`src/rtl/mfr_pkg.sv`:
```
`default_nettype none

package mfr_pkg;

  localparam int FINGER_SLOTS = 4;
  localparam int DATA_SLOTS   = 4;
  localparam int LANES        = (FINGER_SLOTS < DATA_SLOTS) ? FINGER_SLOTS : DATA_SLOTS;
  localparam int LANE_IW      = (LANES > 1) ? $clog2(LANES) : 1;

  localparam int WORD_W  = 32;
  localparam int COORD_W = 12;
  localparam int PRES_W  = 4;
  localparam int ID_W    = 2;
  localparam int KIND_W  = 2;

  typedef logic [KIND_W-1:0] kind_t;

  localparam kind_t KIND_CONTACT  = 2'd0;
  localparam kind_t KIND_PRIMARY  = 2'd1;
  localparam kind_t KIND_RELEASED = 2'd2;

  localparam logic [PRES_W-1:0] PRES_RELEASE = 4'd0;
  localparam logic [PRES_W-1:0] PRES_MIN     = 4'd1;

  typedef struct packed {
    logic               pend;
    logic               pressed;
    logic [COORD_W-1:0] x;
    logic [COORD_W-1:0] y;
    logic [PRES_W-1:0]  p;
  } lane_rep_t;

  typedef struct packed {
    kind_t              kind;
    logic [COORD_W-1:0] x;
    logic [COORD_W-1:0] y;
    logic [PRES_W-1:0]  p;
    logic [ID_W-1:0]    id;
    logic               first;
    logic               clr;
    logic               last;
  } report_t;

  typedef enum logic {
    ST_IDLE,
    ST_DRAIN
  } state_t;

endpackage

`default_nettype wire

```
`src/rtl/mfr_lane.sv`:
```
`default_nettype none

module mfr_lane (
  input  wire logic                      clk,
  input  wire logic                      rst_n,
  input  wire logic                      load,
  input  wire logic                      down,
  input  wire logic                      prior,
  input  wire logic [mfr_pkg::WORD_W-1:0] word,
  input  wire logic                      pop,
  output mfr_pkg::lane_rep_t             rep
);
  import mfr_pkg::*;

  logic [COORD_W-1:0] x_st_r, y_st_r;
  logic [PRES_W-1:0]  p_st_r;
  logic [COORD_W-1:0] dx, dy;
  logic [PRES_W-1:0]  dp;
  lane_rep_t          rep_r;

  // x from byte0 and byte2 high nibble, y from byte1 and byte2 low nibble
  assign dx = {word[23:20], word[7:0]};
  assign dy = {word[19:16], word[15:8]};
  assign dp = (word[31:28] == PRES_RELEASE) ? PRES_MIN : word[31:28];

  always_ff @(posedge clk) begin
    if (!rst_n) begin
      x_st_r <= '0;
      y_st_r <= '0;
      p_st_r <= '0;
    end else if (load) begin
      if (down) begin
        x_st_r <= dx;
        y_st_r <= dy;
        p_st_r <= dp;
      end else if (prior) begin
        x_st_r <= '0;
        y_st_r <= '0;
        p_st_r <= '0;
      end
    end
  end

  always_ff @(posedge clk) begin
    if (!rst_n) begin
      rep_r.pend <= 1'b0;
    end else if (load) begin
      rep_r.pend    <= down | prior;
      rep_r.pressed <= down;
      rep_r.x       <= down ? dx : x_st_r;
      rep_r.y       <= down ? dy : y_st_r;
      rep_r.p       <= down ? dp : PRES_RELEASE;
    end else if (pop) begin
      rep_r.pend <= 1'b0;
    end
  end

  assign rep = rep_r;

endmodule

`default_nettype wire

```
`src/rtl/mfr_merge.sv`:
```
`default_nettype none

module mfr_merge (
  input  wire logic                     clk,
  input  wire logic                     rst_n,
  input  wire logic                     load,
  input  wire logic                     clr,
  input  wire logic [mfr_pkg::LANES-1:0] down,
  input  wire mfr_pkg::lane_rep_t       reps [mfr_pkg::LANES],
  input  wire logic                     out_stall,
  output logic      [mfr_pkg::LANES-1:0] pop,
  output logic      [mfr_pkg::LANES-1:0] prior,
  output logic                          busy,
  output logic                          out_valid,
  output mfr_pkg::report_t              out_rep
);
  import mfr_pkg::*;

  state_t             state_r, state_nxt;
  logic [LANES-1:0]   prior_r;
  logic               clr_r;
  logic               first_r;
  logic               out_valid_r;
  report_t            out_rep_r, rep_nxt;
  logic               emit;
  logic               out_free;
  logic               any_pend, any_pr;
  logic [LANE_IW-1:0] sel_pend, sel_pr;

  // lowest pending lane and lowest pressed lane
  always_comb begin
    any_pend = 1'b0;
    any_pr   = 1'b0;
    sel_pend = '0;
    sel_pr   = '0;
    for (int i = LANES - 1; i >= 0; i--) begin
      if (reps[i].pend) begin
        any_pend = 1'b1;
        sel_pend = LANE_IW'(i);
      end
      if (reps[i].pressed) begin
        any_pr = 1'b1;
        sel_pr = LANE_IW'(i);
      end
    end
  end

  assign out_free = !out_valid_r || !out_stall;

  always_comb begin
    state_nxt = state_r;
    pop       = '0;
    emit      = 1'b0;
    rep_nxt   = '0;
    unique case (state_r)
      ST_IDLE: begin
        if (load) begin
          state_nxt = ST_DRAIN;
        end
      end
      ST_DRAIN: begin
        if (out_free) begin
          emit = 1'b1;
          if (any_pend) begin
            pop[sel_pend] = 1'b1;
            rep_nxt.kind  = KIND_CONTACT;
            rep_nxt.x     = reps[sel_pend].x;
            rep_nxt.y     = reps[sel_pend].y;
            rep_nxt.p     = reps[sel_pend].p;
            rep_nxt.id    = ID_W'(sel_pend);
          end else begin
            state_nxt    = ST_IDLE;
            rep_nxt.clr  = clr_r;
            rep_nxt.last = 1'b1;
            if (any_pr) begin
              rep_nxt.kind  = KIND_PRIMARY;
              rep_nxt.x     = reps[sel_pr].x;
              rep_nxt.y     = reps[sel_pr].y;
              rep_nxt.p     = reps[sel_pr].p;
              rep_nxt.id    = ID_W'(sel_pr);
              rep_nxt.first = first_r;
            end else begin
              rep_nxt.kind = KIND_RELEASED;
            end
          end
        end
      end
      default: state_nxt = ST_IDLE;
    endcase
  end

  always_ff @(posedge clk) begin
    if (!rst_n) begin
      state_r     <= ST_IDLE;
      prior_r     <= '0;
      out_valid_r <= 1'b0;
    end else begin
      state_r <= state_nxt;
      if (load) begin
        prior_r <= down;
      end
      if (emit) begin
        out_valid_r <= 1'b1;
      end else if (!out_stall) begin
        out_valid_r <= 1'b0;
      end
    end
  end

  always_ff @(posedge clk) begin
    if (load) begin
      clr_r   <= clr;
      first_r <= (prior_r == '0);
    end
    if (emit) begin
      out_rep_r <= rep_nxt;
    end
  end

  assign prior     = prior_r;
  assign busy      = (state_r != ST_IDLE);
  assign out_valid = out_valid_r;
  assign out_rep   = out_rep_r;

endmodule

`default_nettype wire

```
`src/rtl/multitouch_frame_reporter.sv`:
```
// multitouch frame reporter
// input channel (in_valid / in_stall): one beat is one touch frame, a status
// byte and four packed finger words. output channel (out_valid / out_stall):
// one beat is one report. each frame gives one report per finger that is
// down or was just released, in slot order, then one summary beat with
// out_last set; a frame with in_read_error set is taken and gives nothing.
// all finger words are decoded at once by one lane per slot; the lanes
// hold the stored position and pressure of their finger.
// the lanes register the frame beat; the merge then moves its reports into
// the output register one report per cycle while out_stall allows. in_stall
// stays high while a frame's reports drain, so frames are taken one at a time;
// the next frame is taken once the summary sits in the output register.
// out_stall holds the output register and the drain; nothing is dropped.
// reset (rst_n low, synchronous) clears the touch mask, the finger stores
// and the output valid.
`default_nettype none

module multitouch_frame_reporter (
  input  wire logic                            clk,
  input  wire logic                            rst_n,
  input  wire logic                            in_valid,
  output logic                                 in_stall,
  input  wire logic                            in_read_error,
  input  wire logic [7:0]                      in_status,
  input  wire logic [mfr_pkg::WORD_W-1:0]      in_finger_zero_data,
  input  wire logic [mfr_pkg::WORD_W-1:0]      in_finger_one_data,
  input  wire logic [mfr_pkg::WORD_W-1:0]      in_finger_two_data,
  input  wire logic [mfr_pkg::WORD_W-1:0]      in_finger_three_data,
  output logic                                 out_valid,
  input  wire logic                            out_stall,
  output logic      [mfr_pkg::KIND_W-1:0]      out_report_kind,
  output logic      [mfr_pkg::COORD_W-1:0]     out_x_position,
  output logic      [mfr_pkg::COORD_W-1:0]     out_y_position,
  output logic      [mfr_pkg::PRES_W-1:0]      out_pressure,
  output logic      [mfr_pkg::ID_W-1:0]        out_finger_id,
  output logic                                 out_first_press,
  output logic                                 out_clear_fifo,
  output logic                                 out_last
);
  import mfr_pkg::*;

  logic [WORD_W-1:0] words [DATA_SLOTS];
  lane_rep_t         reps [LANES];
  logic [LANES-1:0]  pop;
  logic [LANES-1:0]  prior;
  logic              busy;
  logic              load;
  report_t           rep;

  assign words[0] = in_finger_zero_data;
  assign words[1] = in_finger_one_data;
  assign words[2] = in_finger_two_data;
  assign words[3] = in_finger_three_data;

  assign in_stall = busy;
  assign load     = in_valid && !busy && !in_read_error;

  for (genvar g = 0; g < LANES; g++) begin : g_lane
    mfr_lane u_lane (
      .clk   (clk),
      .rst_n (rst_n),
      .load  (load),
      .down  (in_status[g]),
      .prior (prior[g]),
      .word  (words[g]),
      .pop   (pop[g]),
      .rep   (reps[g])
    );
  end

  mfr_merge u_merge (
    .clk       (clk),
    .rst_n     (rst_n),
    .load      (load),
    .clr       (in_status[4] | in_status[5]),
    .down      (in_status[LANES-1:0]),
    .reps      (reps),
    .out_stall (out_stall),
    .pop       (pop),
    .prior     (prior),
    .busy      (busy),
    .out_valid (out_valid),
    .out_rep   (rep)
  );

  assign out_report_kind = rep.kind;
  assign out_x_position  = rep.x;
  assign out_y_position  = rep.y;
  assign out_pressure    = rep.p;
  assign out_finger_id   = rep.id;
  assign out_first_press = rep.first;
  assign out_clear_fifo  = rep.clr;
  assign out_last        = rep.last;

endmodule

`default_nettype wire

```
`config.mk`:
```
export PLATFORM = sky130hd
export DESIGN_NAME = multitouch_frame_reporter
export DESIGN_NICKNAME = d
export VERILOG_FILES = /design/src/rtl/mfr_pkg.sv /design/src/rtl/mfr_lane.sv /design/src/rtl/mfr_merge.sv /design/src/rtl/multitouch_frame_reporter.sv
export SDC_FILE = /design/constraint.sdc
export NUM_CORES = 1
export LEC_CHECK = 0
export BUFFER_PORTS_ARGS = -buffer_cell sky130_fd_sc_hd__buf_2
export CAP_MARGIN = 5
export CORE_MARGIN = 2
export CORE_UTILIZATION = 57
export CTS_CLUSTER_DIAMETER = 100
export DETAILED_ROUTE_END_ITERATION = 7
export PLACE_DENSITY = 0.84
export SLEW_MARGIN = 30
export SYNTH_ARGS = -nofsm -noshare
export SYNTH_HDL_FRONTEND = slang
export SYNTH_SLANG_ARGS = --single-unit
```
`constraint.sdc`:
```
create_clock -name clk -period 6.8 [get_ports clk]
set_clock_uncertainty 0.2 [all_clocks]
set_input_delay 0.68 -clock clk [delete_from_list [all_inputs] [get_ports clk]]
set_output_delay 0.68 -clock clk [all_outputs]
set_load 0.05 [all_outputs]
```
==> impl_results.md <==
* Diode count at 0
* Reg power frac at 0.489
* Sw Ratio at 0.241
* Top post-synthesis cells by area: edfxtp_1 (39%), dfxtp_1 (18%), mux2_2 (9.9%), nor2b_1 (3.7%), a22oi_1 (3.6%)
* Total grt overflow at 0
* DR iter-0 viols at 792
* FMAX at 275 MHz
* Worst Hold Slack at 0.216 ns
* Top-area cell type share of the netlist area at 0.390
* Area growth, synth to finish at 14.9%
* Max-Cap Viols at 0
* Die height at 148 µm
* Final WS setup at 3.17 ns
* Largest area contributor in the netlist: edfxtp_1
* CP Class: reg2reg
* Setup crit end kind: flop
* Leakage at 0.00492 µW
* Vias per cell at 6.43
* Vias in the first global route at 8659
* Switching Power at 873 µW
* Setup TNS at 0 ns
* Crit Path Max Fanout at 24
* Mapped Nets at 1119
* Pin count of the biggest net entering global routing at 68
* Tot Pwr at 3620 µW
* Residual DRC count at 0
* Outcome: finished clean
* Hold crit path type: in2reg
* Routed WL at 30.9 mm
* Seq/Total Area, Yosys at 0.570
* Most common cell in the netlist: edfxtp_1
* Die area at 0.0218 mm²
* Worst EP required at 6.87 ns
* Slew headroom at 0.374
* # nets final at 1228
* Crit path DAT at 3.70 ns
* # fillers at 1486
* RSZ-0062 raised after global routing: no
* DP Worst Slack at 2.97 ns
* Htree depth at 1
* Peak supply drop at 0.185 mV
* CTS Buf Count at 27
* Post_cts resized at 0
* Cell Pwr Density at 267 mW/mm²
* Buffers on Ports at 159
* Post-synth top cells: edfxtp_1 (153), dfxtp_1 (106), mux2_2 (103)
* Average size of a mapped cell at 12.0 µm²
* Core footprint at 0.0202 mm²
* HPWL Detailed at 20.0 mm
* Clk pwr share at 0.403
* Row count at 52
* Finish-stage setup viols at 0
* Number of flops mapped to enable cells by yosys at 153
* Crit path cell chain: nand2b_1, a21oi_1, buf_4, nor3_1, o32ai_1
* Gpl congestion at 0.870
* Final clock period utilization by the worst path at 0.534
* Total GRT Usage at 0.280
* Hold-fix buffers at CTS at 0
* Fin. Hold Viols at 0
* Share of layout cells above drive strength 1 at 0.301
* Die W at 148 µm
* Post-synthesis async set-or-reset flop share at 0
* Wire length per cell at 22.4 µm
* I/O pin count at 178
* Post-Syn Area at 0.0118 mm²
* CTS root buffer: clkbuf_16
* Comb power frac at 0.108
* Synth Register Bits at 259
* Worst path max stage delay at 0.84 ns
* Clock Pin Slew Worst Setup and Hold Paths at 0.06 ns
* # Post-CTS Setup Buffers at 0
* Vias post-DR at 8857
* Starting Density at 0.582
* CP startpoint kind: flop
* Sink Count at 259
* Initial antenna violation count at 1
* Dominant synthesized flop cell: edfxtp_1
* Max Slew Vio Count at 0
* CTS tree: yes
* Global-route wire length before repair at 47.6 mm
* Syn Inst Count at 978
* Clock Path Buffers at 3
* Post-synth cell types at 46
* Syn. warnings at 0
* Worst-Skew Late Latency at 0.53 ns
* Worst slew pin tran at 0.939 ns
* Critical-path top delay cell: a21oi_1
* Internal at 2750 µW
* First-pass DRT Iterations at 5
* Period minus WS final at 3.63 ns
* Antenna-violating nets left at 0
## sequential cells by signal (all words and copies together), names as in the netlist
register,flops
u_merge.out_rep,35
u_merge.out_valid,1
g_lane.u_lane.x_st_r,48
u_merge.first_r,1
u_merge.clr_r,1
g_lane.u_lane.y_st_r,48
g_lane.u_lane.rep,120
u_merge.busy,1
u_merge.prior,4
## per-stage QoR
step                utilization  instances  instance area (µm²)
finish                    0.668       1377                13500
global route              0.668       1377                13500
CTS                       0.668       1377                13500
detailed placement        0.624       1328                12600
global placement          0.624       1328                12600
floorplan                     -        978                11800
## final cells by class
type                            count  area (µm²)  area share
Sequential cell                   259        6720       0.497
Multi-Input combinational cell    597        4580       0.338
Timing Repair Buffer              172         896      0.0662
Clock buffer                       35         757      0.0560
Tap cell                          270         338      0.0250
Clock inverter                     14         128     0.00944
Inverter                           30         114     0.00842
## layout by cell type (no fill, tap or decap), drive strengths merged, types with 19 or more instances in the layout
master   synthesis  final
edfxtp         153    153
a32o            42     42
inv             29     29
nand2           21     21
mux2           103    103
nor2b           69     69
a2bb2oi         20     20
clkbuf          64     35
o32ai           20     20
a21oi           34     34
a22oi           57     57
dfxtp          106    106
and2            19     19
o21ai           33     33
buf             28    172
a221oi          23     23
nand3           20     20
nor3            46     46
## routing by layer
metal | track usage | routed length, µm
met1 | 0.352 | 11500
met2 | 0.498 | 15800
met3 | 0.0401 | 2530
met4 | 0.0918 | 1050
met5 | 0 | 0
## cell families after synthesis
| logic type | share of synthesized area |
|---|---|
| compound gates | 0.188 |
| buf+inv | 0.0427 |
| flops | 0.570 |
| mux | 0.0985 |
| simple gates | 0.101 |
## final timing paths
path | start | to | slack, ns | depth (start not counted)
min reg2reg | g_lane[1].u_lane.x_st_r[10] | g_lane[1].u_lane.x_st_r[10] | 0.26 | 1
max | g_lane[2].u_lane.rep[28] | u_merge.out_rep[15] | 3.17 | 5
min | in_finger_zero_data[0] | g_lane[0].u_lane.x_st_r[0] | 0.22 | 2
max reg2reg | g_lane[2].u_lane.rep[28] | u_merge.out_rep[15] | 3.17 | 5
## power by group through the flow
stage | sequential, µW | combinational (µW) | clock, µW
finish | 1770 | 391 | 1460
global route | 1770 | 418 | 1540
CTS | 1770 | 387 | 1470
detailed placement | 1800 | 383 | 0
global placement | 1800 | 375 | 0
floorplan | 1840 | 223 | 0
## critical path: cells and delay by family, from the launching register on
kind / cells / cell delay (ns)
compound gates: 2 / 1.28
buf+inv: 1 / 0.35
flops: 1 / 0.74
simple gates: 2 / 0.79
Power figures use the tool's default switching activity.
